--- src/sv/dwmf_pkg.sv ---
// Shared types, reset values and direction tables of the directional weighted
// median filter. No dependencies.
package dwmf_pkg;

  localparam int MaxWidthDef = 2048;
  localparam int QDepth      = 4;
  localparam int WinSize     = 25;
  localparam int CentreIdx   = 12;

  localparam logic [10:0] ThresholdRst = 11'd510;
  localparam logic [11:0] WidthRst     = 12'd640;
  localparam logic [11:0] HeightRst    = 12'd480;

  localparam logic [1:0] RegThreshold = 2'd0;
  localparam logic [1:0] RegWidth     = 2'd1;
  localparam logic [1:0] RegHeight    = 2'd2;

  localparam logic MODE_PIXEL = 1'b0;
  localparam logic MODE_DRAIN = 1'b1;

  typedef struct packed {
    logic       mode;
    logic [7:0] pixel_in;
  } in_t;

  typedef struct packed {
    logic [7:0] pixel_out;
    logic       was_replaced;
    logic       end_of_frame;
  } out_t;

  typedef enum logic [3:0] {
    B_IDLE, B_LOAD, B_PREP, B_RAD, B_SQRT, B_NEXT, B_DECIDE, B_RANK, B_PICK, B_DONE
  } back_state_t;

  // window index (row-major 5x5) of point i of direction k
  function automatic logic [4:0] dir_idx(input int k, input int i);
    logic [4:0] tbl [16];
    tbl = '{5'd0, 5'd6, 5'd18, 5'd24,
            5'd10, 5'd11, 5'd13, 5'd14,
            5'd20, 5'd16, 5'd8, 5'd4,
            5'd2, 5'd7, 5'd17, 5'd22};
    return tbl[k*4 + i];
  endfunction

endpackage

--- src/sv/dwmf_front.sv ---
// Front part: takes pixel and drain requests, tracks raster counters,
// writes the line store and queues output positions. Depends on dwmf_pkg.
module dwmf_front #(
  parameter int MAX_WIDTH = dwmf_pkg::MaxWidthDef,
  parameter int CW        = $clog2(MAX_WIDTH),
  parameter int JW        = 12 + CW + 1
) (
  input  logic                 clk,
  input  logic                 rst,
  input  logic                 restart,
  input  logic [CW:0]          eff_w,
  input  logic [11:0]          eff_h,
  input  logic                 in_valid,
  output logic                 in_ready,
  input  dwmf_pkg::in_t        in_data,
  input  logic                 q_full,
  input  logic                 back_quiet,
  output logic                 q_push,
  output logic [JW-1:0]        q_wdata,
  output logic                 st_we,
  output logic [CW+2:0]        st_addr,
  output logic [7:0]           st_data,
  output logic                 frame_start
);
  import dwmf_pkg::*;

  logic [CW-1:0] in_column, out_column;
  logic [11:0]   in_row, out_row;
  logic [CW+2:0] lag;

  logic          take, acc, wrap, emit, eof, narrow;
  logic [CW:0]   col_inc;
  logic [CW-1:0] in_column_next;
  logic [11:0]   in_row_next;
  logic [CW+2:0] lag_inc, limit;

  // a new frame may overwrite rows still being read for the old one
  assign frame_start = (in_row == '0) && (in_column == '0);
  // one-pixel rows: queued jobs would let the input lap the eight-row ring
  assign narrow      = (eff_w == (CW+1)'(1));
  assign in_ready    = !q_full && !((frame_start || narrow) && !back_quiet);
  assign take        = in_valid && in_ready;

  always_comb begin
    acc            = take && (in_data.mode == MODE_PIXEL) && (in_row < eff_h);
    col_inc        = {1'b0, in_column} + 1'b1;
    wrap           = (col_inc >= eff_w);
    in_column_next = in_column;
    in_row_next    = in_row;
    if (acc) begin
      in_column_next = wrap ? '0 : col_inc[CW-1:0];
      in_row_next    = wrap ? in_row + 1'b1 : in_row;
    end
    lag_inc = lag + (CW+3)'(acc);
    limit   = {1'b0, eff_w, 1'b0} + (CW+3)'(2);
    emit    = take && ((in_row_next >= eff_h) || (acc && (lag_inc > limit)));
    eof     = (out_row == eff_h - 1'b1) && ({1'b0, out_column} == eff_w - 1'b1);
  end

  assign q_push  = emit;
  assign q_wdata = {out_row, out_column, eof};
  assign st_we   = acc;
  assign st_addr = {in_row[2:0], in_column};
  assign st_data = in_data.pixel_in;

  always_ff @(posedge clk) begin
    if (rst || restart) begin
      in_column  <= '0;
      in_row     <= '0;
      out_column <= '0;
      out_row    <= '0;
      lag        <= '0;
    end else if (take) begin
      if (emit && eof) begin
        in_column  <= '0;
        in_row     <= '0;
        out_column <= '0;
        out_row    <= '0;
        lag        <= '0;
      end else begin
        in_column <= in_column_next;
        in_row    <= in_row_next;
        if (emit) begin
          lag <= lag_inc - 1'b1;
          if ({1'b0, out_column} + 1'b1 >= eff_w) begin
            out_column <= '0;
            out_row    <= out_row + 1'b1;
          end else begin
            out_column <= out_column + 1'b1;
          end
        end else begin
          lag <= lag_inc;
        end
      end
    end
  end

endmodule

--- config.mk ---
export PLATFORM = sky130hd
export DESIGN_NAME = dwmf_front
export DESIGN_NICKNAME = d
export VERILOG_FILES = /design/src/sv/dwmf_pkg.sv /design/src/sv/dwmf_front.sv
export SDC_FILE = /design/constraint.sdc
export NUM_CORES = 1
export LEC_CHECK = 0
export BUFFER_PORTS_ARGS = -buffer_cell sky130_fd_sc_hd__buf_2
export CORE_ASPECT_RATIO = 1.1
export CORE_MARGIN = 2
export CORE_UTILIZATION = 60
export CTS_CLUSTER_DIAMETER = 200
export DETAILED_ROUTE_END_ITERATION = 6
export PLACE_DENSITY = 0.95
export SYNTH_ARGS = -nofsm -noshare
export SYNTH_HDL_FRONTEND = slang
export SYNTH_SLANG_ARGS = --single-unit
--- constraint.sdc ---
create_clock -name clk -period 22.1 [get_ports clk]
set_input_delay 4.42 -clock clk [delete_from_list [all_inputs] [get_ports clk]]
set_output_delay 4.42 -clock clk [all_outputs]
set_load 0.01 [all_outputs]
==> summary.log <==
INFO  outcome        run_status=complete, but fails checks
INFO  floorplan      rows=39
INFO  pwr            total_power=286.3uW
INFO  synthesis      synth_top_area_cell=sky130_fd_sc_hd__dfxtp_1
INFO  setup_path     cp_data_required_time=17680ps
INFO  pwr            power.density=41.33mW/mm^2
INFO  grt            vias_in_the_first_global_route=6012
INFO  hold_path      hold_path.class=flop to flop
INFO  route          avgViaCountPerCell=6.505
INFO  hold_path      holdCritStartpoint=lag[13]
INFO  timing         worst_skew=11.10ps
INFO  synthesis      post_synthesis_cell_area=0.006316sqmm
INFO  route          drtIter0Drc=683
INFO  synthesis      share_of_synthesized_area_occupied_by_flip_flops_and_latches=19.02%
INFO  timing         min_period=15360ps
INFO  synthesis      synthTopCellsByCount=sky130_fd_sc_hd__ha_1 (72), sky130_fd_sc_hd__dfxtp_1 (60), sky130_fd_sc_hd__xnor2_1 (54), sky130_fd_sc_hd__nand3_1 (51), sky130_fd_sc_hd__inv_1 (50)
INFO  place          placement.io_buffers=72
INFO  timing         whs=479.2ps
INFO  setup_path     timing.critical_path.from=eff_w[1]
INFO  synthesis      synth.area.top_cells=sky130_fd_sc_hd__dfxtp_1 (19%), sky130_fd_sc_hd__ha_1 (14%), sky130_fd_sc_hd__xnor2_1 (7.5%)
INFO  cells_and_area area.sequential=0.001201sqmm
INFO  synthesis      yosysTopAreaCellShare=19.02%
INFO  setup_path     worstSetupEndpointType=primary output
INFO  timing         final_critical_path_share_of_the_clock_period=69.52%
INFO  synthesis      post-synth-top-count-cell=sky130_fd_sc_hd__ha_1
INFO  grt            overflow=0
INFO  clock_tree     worst_setup_hold_path_clk_slew=50ps
INFO  route          wirelength=18100um
INFO  setup_path     critical_path_maximum_fanout=21
INFO  synthesis      ys.flop_type=sky130_fd_sc_hd__dfxtp_1
INFO  timing         setup_viol=0
INFO  floorplan      dieWidth=101.8um
INFO  timing         final-hold-violation-count=0
INFO  cells_and_area antenna_cells=0
INFO  clock_tree     master_cell_of_the_clock_root_buffer=sky130_fd_sc_hd__clkbuf_16
INFO  hold_path      hold-path-cell-count=2
INFO  floorplan      initial_utilization=61.05%
INFO  grt            grt_use_total=32.42%
INFO  setup_path     worstReg2RegStart=in_column[0]
INFO  cells_and_area final_design_area_no_fill=0.006927sqmm
INFO  clock_tree     cts_resizes=0
INFO  timing         worstMarginPinSlew=1015ps
INFO  clock_tree     tritoncts.num_buffers=9
INFO  route          average_wire_per_standard_cell=18.07um
INFO  grt            grt_max_degree=26
INFO  cells_and_area layout.filler_cells=868
INFO  clock_tree     worst_skew_pair.late_latency=340ps
INFO  place          hpwlAfterDp=13780um
INFO  clock_tree     postCtsHoldBufs=0
INFO  synthesis      synth.net_count=927
INFO  synthesis      synth_async_sr_flop_share=0%
INFO  cells_and_area layout-drive-gt1-share=12.11%
INFO  flow_run       max_cap_violations=0
INFO  route          drcViolationCount=16
INFO  cells_and_area layout.nets=967
INFO  timing         setup_tns_final=0ps
INFO  clock_tree     cts_num_sinks=60
INFO  setup_path     worst_r2r_path_depth=25
INFO  cells_and_area multi_input_area=0.004673sqmm
INFO  setup_path     start_kind=input port
INFO  floorplan      core=0.01034sqmm
INFO  route          vias_post_dr=6518
INFO  timing         slew_limit_fails=0
INFO  setup_path     cp.arrival=10940ps
INFO  grt            grt_antenna_before_repair=0
INFO  timing         relative_slew_slack=31.93%
INFO  clock_tree     cts_max_level=3
INFO  grt            grt_first_pass_wirelength=29780um
INFO  clock_tree     clock_tree_from_tritoncts=built
INFO  setup_path     r2r_end=out_column[8]
INFO  synthesis      cell_variety_after_synth=69
INFO  timing         rsz0062_at_grt=false
INFO  setup_path     crit_type=input port to primary output
INFO  hold_path      worstHoldEndpoint=lag[13]
INFO  floorplan      die_area=0.01136sqmm
INFO  synthesis      yosys_register_bits=60
INFO  synthesis      synth_edf_count=0
INFO  clock_tree     max_clock_buf_depth=2
INFO  floorplan      num_io_pins=89
INFO  place          post_dp_cell_area=0.006635sqmm
INFO  floorplan      die-height=111.6um
INFO  route          firstDrtPassIters=7
INFO  pwr            max-vdd-ir-drop=0.03127mV
INFO  timing         fmax=65.09MHz
INFO  outcome        violations=DRC
INFO  synthesis      syn_avg_cell_area=7.740squm
INFO  synthesis      netlist_instances=816
INFO  clock_tree     cts.repair_timing.setup_buffer_count=0
INFO  place          gp_routability_congestion=0.9976
INFO  synthesis      synth.yosys.warnings=0
INFO  setup_path     r2r_setup_slack=14480ps
INFO  cells_and_area area.growth.synth_to_final=9.667%
INFO  pwr            total_leakage_power=3.097nW
INFO  route          drtAntennaViolNets=0
## kinds of logic (layout without fill, tap and decap cells)
group / Yosys count / after routing / share of synthesized area [%]
compound gates: 177 / 177 / 18.30
buf+inv: 98 / 141 / 6.993
simple gates: 308 / 308 / 27.30
fa+ha+maj: 72 / 72 / 14.26
mux: 6 / 6 / 0.9509
xor+xnor: 95 / 95 / 13.17
flops: 60 / 60 / 19.02
## critical path, stage by stage
cell	delay, ps
sky130_fd_sc_hd__buf_2	140
sky130_fd_sc_hd__inv_1	110
sky130_fd_sc_hd__ha_1	210
sky130_fd_sc_hd__nor3b_1	140
sky130_fd_sc_hd__nand4_1	110
sky130_fd_sc_hd__o21ai_1	130
sky130_fd_sc_hd__a211oi_2	550
sky130_fd_sc_hd__nand2_1	480
sky130_fd_sc_hd__inv_1	320
sky130_fd_sc_hd__ha_1	280
sky130_fd_sc_hd__ha_1	340
sky130_fd_sc_hd__nand3_1	220
sky130_fd_sc_hd__nor3_1	450
sky130_fd_sc_hd__nand3_1	150
sky130_fd_sc_hd__xnor2_1	350
sky130_fd_sc_hd__ha_1	310
sky130_fd_sc_hd__and4_1	220
sky130_fd_sc_hd__and3_1	190
sky130_fd_sc_hd__nor4bb_1	150
sky130_fd_sc_hd__o221ai_1	110
sky130_fd_sc_hd__o21a_1	240
sky130_fd_sc_hd__nand3_2	360
sky130_fd_sc_hd__inv_1	700
sky130_fd_sc_hd__buf_2	250
## cell type report
| type | count | share of cell area (%) |
|---|---|---|
| multi-input cells | 658 | 67.47 |
| repair buffers | 76 | 5.636 |
| well taps | 143 | 2.583 |
| clock inverters | 2 | 0.5058 |
| flip-flops and latches | 60 | 17.34 |
| inverters | 51 | 2.764 |
| clock buffers | 12 | 3.703 |
## worst max-delay path by stage
stage / endpoint / slack, ps / depth (start not counted)
after floorplan: q_push / 8580 / 25
after global placement: q_push / 7350 / 24
after detailed placement: q_push / 7030 / 24
after CTS: q_push / 6930 / 24
after global routing: q_push / 6290 / 24
final: q_push / 6740 / 24
## sequential cells by signal, summed over array words and instances, names as in the netlist
register	flops
lag	14
in_row	12
out_row	12
in_column	11
out_column	11
## report_power, final
group	total, mW	switching, mW	internal [mW]	leakage [nW]
combinational	0.0369	0.0243	0.0126	2.47
sequential	0.108	0.0000717	0.108	0.483
clock	0.141	0.0490	0.0919	0.145
## per-layer routing
metal	track usage (%)	share of wire (%)	up-vias
met5	0	0	-
li1	-	-	3039
met4	13.33	3.8	0
met2	53.38	47	422
met3	5.148	10	73
met1	41.85	39	2984
## cells in the final DEF, fill, tap and decap left out, drive strengths merged, types with 22 or more instances in the layout
cell / Yosys / final
inv: 50 / 50
xor2: 41 / 41
nand3: 52 / 52
and3: 36 / 36
nor3: 26 / 26
ha: 72 / 72
xnor2: 54 / 54
nand4: 22 / 22
nor2: 49 / 49
buf: 29 / 76
dfxtp: 60 / 60
nand2: 40 / 40
a21oi: 47 / 47
o21ai: 37 / 37
## stage by stage
step | std cells | utilization [%] | setup WS (ps)
after floorplan | 816 | - | 8583
after global placement | 988 | 64.14 | 7348
after detailed placement | 988 | 64.14 | 7031
after CTS | 1002 | 66.96 | 6931
after global routing | 1002 | 66.96 | 6288
final | 1002 | 66.96 | 6736
No activity file was read; power rests on OpenSTA's default activity.
