`src/sv/dwmf_pkg.sv`:
```
// Shared types, reset values and direction tables of the directional weighted
// median filter. No dependencies.
package dwmf_pkg;

  localparam int MaxWidthDef = 2048;
  localparam int QDepth      = 4;
  localparam int WinSize     = 25;
  localparam int CentreIdx   = 12;

  localparam logic [10:0] ThresholdRst = 11'd510;
  localparam logic [11:0] WidthRst     = 12'd640;
  localparam logic [11:0] HeightRst    = 12'd480;

  localparam logic [1:0] RegThreshold = 2'd0;
  localparam logic [1:0] RegWidth     = 2'd1;
  localparam logic [1:0] RegHeight    = 2'd2;

  localparam logic MODE_PIXEL = 1'b0;
  localparam logic MODE_DRAIN = 1'b1;

  typedef struct packed {
    logic       mode;
    logic [7:0] pixel_in;
  } in_t;

  typedef struct packed {
    logic [7:0] pixel_out;
    logic       was_replaced;
    logic       end_of_frame;
  } out_t;

  typedef enum logic [3:0] {
    B_IDLE, B_LOAD, B_PREP, B_RAD, B_SQRT, B_NEXT, B_DECIDE, B_RANK, B_PICK, B_DONE
  } back_state_t;

  // window index (row-major 5x5) of point i of direction k
  function automatic logic [4:0] dir_idx(input int k, input int i);
    logic [4:0] tbl [16];
    tbl = '{5'd0, 5'd6, 5'd18, 5'd24,
            5'd10, 5'd11, 5'd13, 5'd14,
            5'd20, 5'd16, 5'd8, 5'd4,
            5'd2, 5'd7, 5'd17, 5'd22};
    return tbl[k*4 + i];
  endfunction

endpackage

```
`src/sv/dwmf_queue.sv`:
```
// Small request queue between the front and back parts.
// Depends on dwmf_pkg for the default depth.
module dwmf_queue #(
  parameter int DW    = 8,
  parameter int DEPTH = dwmf_pkg::QDepth
) (
  input  logic                     clk,
  input  logic                     rst,
  input  logic                     push,
  input  logic [DW-1:0]            wdata,
  input  logic                     pop,
  output logic [DW-1:0]            rdata,
  output logic                     full,
  output logic                     empty,
  output logic [$clog2(DEPTH+1)-1:0] count
);
  import dwmf_pkg::*;

  localparam int AW = (DEPTH > 1) ? $clog2(DEPTH) : 1;

  logic [DW-1:0] slots [DEPTH];
  logic [AW-1:0] wptr, rptr;

  assign full  = (count == ($clog2(DEPTH+1))'(DEPTH));
  assign empty = (count == '0);
  assign rdata = slots[rptr];

  always_ff @(posedge clk) begin
    if (rst) begin
      wptr  <= '0;
      rptr  <= '0;
      count <= '0;
    end else begin
      if (push) begin
        wptr <= (wptr == AW'(DEPTH-1)) ? '0 : wptr + 1'b1;
      end
      if (pop) begin
        rptr <= (rptr == AW'(DEPTH-1)) ? '0 : rptr + 1'b1;
      end
      if (push && !pop) count <= count + 1'b1;
      else if (pop && !push) count <= count - 1'b1;
    end
  end

  always_ff @(posedge clk) begin
    if (push) slots[wptr] <= wdata;
  end

endmodule

```
`config.mk`:
```
export PLATFORM = sky130hd
export DESIGN_NAME = dwmf_queue
export DESIGN_NICKNAME = d
export VERILOG_FILES = /design/src/sv/dwmf_pkg.sv /design/src/sv/dwmf_queue.sv
export SDC_FILE = /design/constraint.sdc
export NUM_CORES = 1
export LEC_CHECK = 0
export BUFFER_PORTS_ARGS = -buffer_cell sky130_fd_sc_hd__buf_4
export CORE_MARGIN = 2
export CORE_UTILIZATION = 45
export CTS_CLUSTER_DIAMETER = 200
export CTS_CLUSTER_SIZE = 40
export DETAILED_ROUTE_END_ITERATION = 16
export HOLD_SLACK_MARGIN = 0.1
export PLACE_DENSITY = 0.66
export SYNTH_ARGS = -nofsm -noshare
export SYNTH_HDL_FRONTEND = slang
export SYNTH_SLANG_ARGS = --single-unit
```
`constraint.sdc`:
```
create_clock -name clk -period 1.7 [get_ports clk]
set_input_delay 0 -clock clk [delete_from_list [all_inputs] [get_ports clk]]
set_output_delay 0 -clock clk [all_outputs]
set_load 0.02 [all_outputs]
```
==> results of run 1 <==
## per-layer routing
metal / vias to the layer above / global-route usage
met5: - / 0
met4: 0 / 0.109
met3: 9 / 0.0321
met2: 20 / 0.243
met1: 421 / 0.163
li1: 415 / -
## cell usage after synthesis
library cell and number:
and2_1 4, ha_1 6, xor2_1 2, dfxtp_1 9, mux2i_1 3, fa_1 1, or3_1 1, nor2_1 6
buf_6 1, edfxtp_1 32, nor3b_1 3, clkbuf_2 1, nor3_1 1, inv_1 5, o21ai_0 1, a21oi_1 3
mux4_2 8
## flip-flops by register name, summed over array words and instances (netlist names), named ones only
name   cells
slots     32
count      3
rptr       2
wptr       2
## worst max-delay path: stages
cell and delay [ns]:
dlygate4sd3_1 0.52, buf_4 0.14, ha_1 0.19, inv_1 0.07
fa_1 0.37, xor2_1 0.16, or3_1 0.31, a21oi_1 0.15
## power by group through the flow
stage / Sequential, W / Clock [W] / Combinational (W)
2_1_floorplan: 0.00120 / 0 / 0.000180
3_3_place_gp: 0.00119 / 0 / 0.000313
3_5_place_dp: 0.00120 / 0 / 0.000323
4_1_cts: 0.00117 / 0.000785 / 0.000350
5_1_grt: 0.00118 / 0.000829 / 0.000371
6_report: 0.00117 / 0.000768 / 0.000345
## logic make-up (layout without fill, tap and decap cells)
logic type,after synthesis,count (layout),synth area share
AOI/OAI and AO/OA,4,4,0.0125
xor gates and xnor gates,2,2,0.0109
adders and majority gates,7,7,0.0594
buffers and inverters,7,51,0.0219
DFF,41,41,0.713
muxes,11,11,0.131
and+or+nand+nor,15,15,0.0508
## metrics by stage
| step | instance area (um2) | hold WS [ns] | total power [W] |
|---|---|---|---|
| 4_1_cts | 2060 | 0.230 | 0.00231 |
| 3_3_place_gp | 1830 | 0.200 | 0.00150 |
| 2_1_floorplan | 1600 | 0.0691 | 0.00138 |
| 5_1_grt | 2060 | 0.278 | 0.00238 |
| 3_5_place_dp | 1830 | 0.205 | 0.00152 |
| 6_report | 2060 | 0.240 | 0.00228 |
## repair_timing
item                      in CTS  in global routing
hold buffers                  13                  0
buffers inserted               0                  0
hold endpoints to repair      41                  0
## worst max-delay path by stage
stage,start,endpoint,slack [ns],depth (start not counted)
after floorplan,count[0]$_SDFFE_PP0P_,count[2]$_SDFFE_PP0P_,0.21,4
after global placement,pop,count[2]$_SDFFE_PP0P_,0.27,8
after detailed placement,pop,count[2]$_SDFFE_PP0P_,0.18,8
after CTS,flop,rdata[3],0.08,3
after global routing,push,count[2]$_SDFFE_PP0P_,0.03,8
final,push,count[2]$_SDFFE_PP0P_,0.08,8
## final cells by class
cell class                 count  area (um2)
multi-input combinational     39         424
inverter                       5        18.8
clock buffer                   5        37.5
timing repair buffer          38         318
tap                           46        57.6
sequential                    41        1140
clock inverter                 3        65.1
fill                         266        1300
==> key figures, run 1 <==
Min path
  • Worst Hold Launch: pop
  • Worst Hold Endpoint: count[0]$_SDFFE_PP0P_
  • HP Class: in2reg
  • Hold path depth: 5

Synth
  • Ys Warns: 0
  • Top cells by area, synth: edfxtp_1 (60%), dfxtp_1 (11%), mux4_2 (11%)
  • Yosys top cell by area: edfxtp_1
  • Synth Net Count: 106
  • #FFs+latches synth: 41
  • Sequential fraction of the synthesis area: 0.713
  • Share of the synthesized area in the top cell type: 0.600
  • Count of cell types in the netlist: 17
  • Syn Inst Count: 87
  • Syn avg cell area: 18.4 um2
  • Post-Syn Area: 1600 um2

Route
  • WL final: 2620 um
  • Metal2 WL: 1370 um
  • Vias per cell: 4.89
  • ANT nets after route: 0
  • DRC errors left: 0
  • Routed len/inst: 14.8 um
  • M1 wire length: 1070 um
  • Via count: 865
  • WL met3: 86 um
  • DR iter-0 viols: 18
  • Drt pass-1 iters: 4
  • DR top layer: met4

Power and ir drop
  • NetSw: 0.000521 W
  • Pwr/cell area: 1110 nW/um2
  • Int Pwr: 0.00176 W
  • Leak: 0.784 nW
  • Clock share of power: 0.336
  • Reg power frac: 0.513
  • Max VDD drop: 0.000459 V
  • Combinational power share: 0.151
  • Sw Share: 0.228

Worst setup path
  • Critical R2R Launch: count[0]$_SDFFE_PP0P_
  • Reg2Reg Depth: 4
  • Req. time, crit path: 1.99 ns
  • CP Launch Type: input pin
  • Worst R2R End: count[2]$_SDFFE_PP0P_
  • CP Class: in2reg
  • CP endpoint kind: flop
  • Reg2reg setup slack: 0.19 ns
  • Crit Path Max Fanout: 8
  • CP arrival: 1.91 ns

Placement
  • HPWL reported at the end of detailed placement: 1740 um
  • Port-buffer cells: 24
  • Placed Cells: 156
  • RePlAce Congestion: 0.699
  • Place WS: 0.175 ns

Global routing
  • Largest net degree at the start of global routing: 14
  • Vias in the first global route: 849
  • Antenna violations before repair: 0
  • Gr usage total: 0.146
  • Global-route wire length before repair: 4130 um
  • Global-route congestion overflow total: 0

Clock tree
  • Number of buffers created by CTS: 5
  • CTS Root Cell: clkbuf_4
  • Post-cts resize count: 0
  • Max Buffers Root-to-Sink: 2
  • Later-pin clock latency in the skew report: 0.35 ns
  • Worst-path clk slew: 0.12 ns
  • Sink Count: 41
  • CTS tree: yes
  • H-Tree Depth: 2

Timing
  • Pins Over Slew Limit: 0
  • Setup TNS: 0 ns
  • Maximum clock rate: 618 MHz
  • Slew HR: 0.697
  • Fin worst setup slack: 0.0816 ns
  • Worst Max-Slew Pin Slew: 0.455 ns
  • Minimum clock period: 1.62 ns
  • RSZ-0062 raised after global routing: false
  • Final setup fails: 0
  • Crit share post-route: 0.952
  • Worst Skew: 0.00612 ns
  • Fin. Hold Viols: 0

Job
  • Max Cap Viol: 0

Floorplan
  • IO Pins: 25
  • Die X: 63.6 um
  • Core Region: 3360 um2
  • Chip Height: 63.6 um
  • Die area: 4050 um2
  • Starting Density: 0.476
  • # rows: 21

Outcome
  • Status: finished clean

Cells and area
  • Fin cells: 177
  • Commonest non-fill, non-tap cells in the layout: edfxtp_1 (32), buf_4 (25), dlygate4sd3_1 (13)
  • N_diodes: 0
  • Layout overhead on the synthesized area: 28.9%
  • Share of cells above drive strength 1: 0.313
  • Commonest non-fill, non-tap cell in the layout: edfxtp_1
  • Final nets: 149
  • Final core occ: 0.613
(Power assumes the default switching activity.)
==> run 2: changes to the inputs <==
ABC_AREA = 1   (was unset)
PLACE_DENSITY = 0.65   (was 0.66)
SKIP_CTS_REPAIR_TIMING = 1   (was unset)
==> run 2 against run 1 <==
Effect of this change: design area increased by 3.3%; core utilization decreased by 2.2 points; wire length increased by 20%; flip-flop and latch count unchanged; combinational power increased by 6%; worst hold slack got worse by 0.12 ns; global-route usage increased by 1.6 points; sequential share of layout area decreased by 1.8 points; power increased by 7.1%; critical path type is now reg2out.
==> key figures, run 2 <==
Synth
  • Syn avg cell area: 12.2 um2 (-33%)
  • Syn Inst Count: 135 (+55%)
  • Ys async rst share: 0 (unchanged)
  • Ys flop type: edfxtp_1
  • Ys Warns: 0 (unchanged)
  • Post-synthesis simple-gate area fraction: 0.0947 (+0.0439)
  • Synth Area in Compound Gates: 0.102 (+0.0890)
  • #FFs+latches synth: 41 (unchanged)
  • Top cells by area, synth: edfxtp_1 (58%), dfxtp_1 (11%), nor2_1 (5.0%)
  • Post-Synth XOR/XNOR Area: 0.00530 (-0.00564)
  • Synth cell count leaders: edfxtp_1 (32), nor2_1 (22), inv_1 (15), o21ai_0 (15), dfxtp_1 (9)
  • Sequential fraction of the synthesis area: 0.691 (-0.0221)
  • Synth Net Count: 154 (+45%)
  • Synth Area in Adders: 0.0576 (-0.00185)
  • Most common cell in the netlist: edfxtp_1
  • Post-Syn Area: 1650 um2 (+3.2%)
  • Mux cell area share after synthesis: 0 (-0.131)
  • Share of the synthesized area in the top cell type: 0.582 (-0.0187)
  • Number of enable flip-flop cells after synthesis: 32 (unchanged)
  • Largest family of logic cells by synthesized area: compound AO/OA/AOI/OAI gates
  • Yosys top cell by area: edfxtp_1
  • Count of cell types in the netlist: 19 (+2)

Timing
  • RSZ-0062 raised after global routing: false
  • Final setup fails: 0 (unchanged)
  • Fin. Hold Viols: 0 (unchanged)
  • Worst Skew: 0.00582 ns (-0.000295 ns)
  • Crit share post-route: 0.889 (-0.0634)
  • Maximum clock rate: 662 MHz (+7.1%)
  • Slew HR: 0.738 (+0.0406)
  • Minimum clock period: 1.51 ns (-0.108 ns)
  • Worst Max-Slew Pin Slew: 0.393 ns (-0.0614 ns)
  • Pins Over Slew Limit: 0 (unchanged)
  • Fin worst setup slack: 0.189 ns (+0.108 ns)
  • Setup TNS: 0 ns (unchanged)

Clock tree
  • Later-pin clock latency in the skew report: 0.29 ns (-0.06 ns)
  • Sink Count: 41 (unchanged)
  • Worst-path clk slew: 0.07 ns (-0.05 ns)
  • CTS tree: yes
  • Max Buffers Root-to-Sink: 2 (unchanged)
  • Number of buffers created by CTS: 5 (unchanged)
  • H-Tree Depth: 2 (unchanged)
  • CTS Root Cell: clkbuf_8

Route
  • DRC errors left: 0 (unchanged)
  • DR iter-0 viols: 48 (+30)
  • Drt pass-1 iters: 4 (unchanged)
  • WL final: 3150 um (+20%)
  • Vias per cell: 4.96 (+1.4%)
  • Via count: 1120 (+29%)
  • Routed len/inst: 13.9 um (-5.7%)
  • ANT nets after route: 0 (unchanged)

Cells and area
  • Commonest non-fill, non-tap cell in the layout: edfxtp_1
  • Layout overhead on the synthesized area: 29.0%
  • Largest register FFs: 32 (unchanged)
  • Final nets: 196 (+32%)
  • Biggest register: slots
  • N_diodes: 0 (unchanged)
  • Share of cells above drive strength 1: 0.213 (-0.0995)
  • Commonest non-fill, non-tap cells in the layout: edfxtp_1 (32), buf_4 (25), nor2_1 (22)
  • Biggest regs: slots x32, count x3

Placement
  • HPWL reported at the end of detailed placement: 1980 um (+14%)
  • Port-buffer cells: 24 (unchanged)
  • RePlAce Congestion: 0.830 (+19%)
  • Place WS: 0.436 ns (+0.261 ns)

Floorplan
  • Core Region: 3610 um2 (+7.2%)
  • Die area: 4170 um2 (+3.0%)
  • Die X: 64.6 um (+1.5%)
  • # rows: 22 (+4.8%)
  • IO Pins: 25 (unchanged)
  • Chip Height: 64.6 um (+1.5%)
  • Starting Density: 0.458 (-0.0178)

Global routing
  • Antenna violations before repair: 0 (unchanged)
  • Vias in the first global route: 1057 (+24%)
  • Global-route congestion overflow total: 0 (unchanged)
  • Global-route wire length before repair: 4840 um (+17%)
  • Gr usage total: 0.162 (+0.0161)
  • Largest net degree at the start of global routing: 17 (+3)

Worst setup path
  • CP Launch Type: flop
  • CP endpoint kind: output pin
  • Slowest-stage cell, CP: dfxtp_1
  • Req. time, crit path: 1.70 ns (-0.29 ns)
  • Critical path, cell by cell: inv_1, o21ai_0, o22ai_1, buf_4
  • Crit-path max cell delay: 0.42 ns (-0.10 ns)
  • CP arrival: 1.51 ns (-0.40 ns)
  • CP Class: reg2out
  • Crit Path Max Fanout: 9 (+1)

Power and ir drop
  • Int Pwr: 0.00187 W (+6.3%)
  • Max VDD drop: 0.000723 V (+58%)
  • Clock share of power: 0.372 (+0.036)
  • Leak: 0.867 nW (+11%)
  • Pwr/cell area: 1150 nW/um2 (+3.6%)
  • Final Power: 0.00245 W (+7.1%)
  • Sw Share: 0.234 (+0.00556)
  • Reg power frac: 0.479 (-0.034)
  • Combinational power share: 0.149 (-0.002)
  • NetSw: 0.000571 W (+9.7%)

Outcome
  • Status: finished clean

Min path
  • HP Class: in2reg

Job
  • Max Cap Viol: 0 (unchanged)
-- run 2: changes by cell type after synthesis, moves of 4 or more --
cell	previous run	this run
nor2_1	6	22
o21ai_0	1	15
inv_1	5	15
mux4_2	8	0
nand2_1	0	8
o22ai_1	0	8
and2_1	4	0
-- run 2: final timing paths --
kind	startpoint	end	slack (ns)	cells past startpoint
max	flop	rdata[7]	0.19	4
min	pop	flop	0.12	4
max reg2reg	wptr[1]$_SDFFE_PP0P_	slots[1][6]$_DFFE_PP_	0.43	4
min reg2reg	wptr[1]$_SDFFE_PP0P_	wptr[1]$_SDFFE_PP0P_	0.54	2
-- run 2: worst max-delay path: cells and delay by family, from the launching register on --
kind	cells	cell delay, ns
AOI/OAI and AO/OA	2	0.31
buffers and inverters	2	0.49
DFF	1	0.42
-- run 2: power by group through the flow --
stage	Sequential (W)	Clock, W	Combinational (W)
6_report	0.00117	0.000910	0.000364
5_1_grt	0.00118	0.000952	0.000406
3_3_place_gp	0.00119	0	0.000334
2_1_floorplan	0.00120	0	0.000191
4_1_cts	0.00117	0.000925	0.000346
3_5_place_dp	0.00119	0	0.000345
-- run 2: routing by layer --
metal	routed length (um)	global-route usage	up-vias
met4	82	0.0957	0
met3	100	0.0313	9
met1	1350	0.198	529
met2	1620	0.268	27
li1	-	-	555
met5	0	0	-
-- run 2: metrics by stage --
stage / utilization / instance area [um2] / hold WS, ns / instances
2_1_floorplan: - / 1650 / 0.0724 / 135
3_3_place_gp: 0.520 / 1880 / 0.201 / 206
3_5_place_dp: 0.520 / 1880 / 0.203 / 206
4_1_cts: 0.558 / 2010 / -0.111 / 214
5_1_grt: 0.591 / 2130 / 0.161 / 226
6_report: 0.591 / 2130 / 0.118 / 226
-- run 2: logic make-up (layout without fill, tap and decap cells) --
group           count (synthesis)  in the layout
buf+inv                        18             61
flops                          41             41
fa+ha+maj                       7              7
simple gates                   38             38
compound gates                 30             30
xor+xnor                        1              1
-- run 2: final cells by class --
type | count | area (um2)
clock buffers | 5 | 68.8
repair buffers | 37 | 308
inverters | 16 | 60.1
multi-input cells | 76 | 428
clock inverters | 3 | 65.1
well taps | 48 | 60.1
flip-flops and latches | 41 | 1140
fillers | 296 | 1480
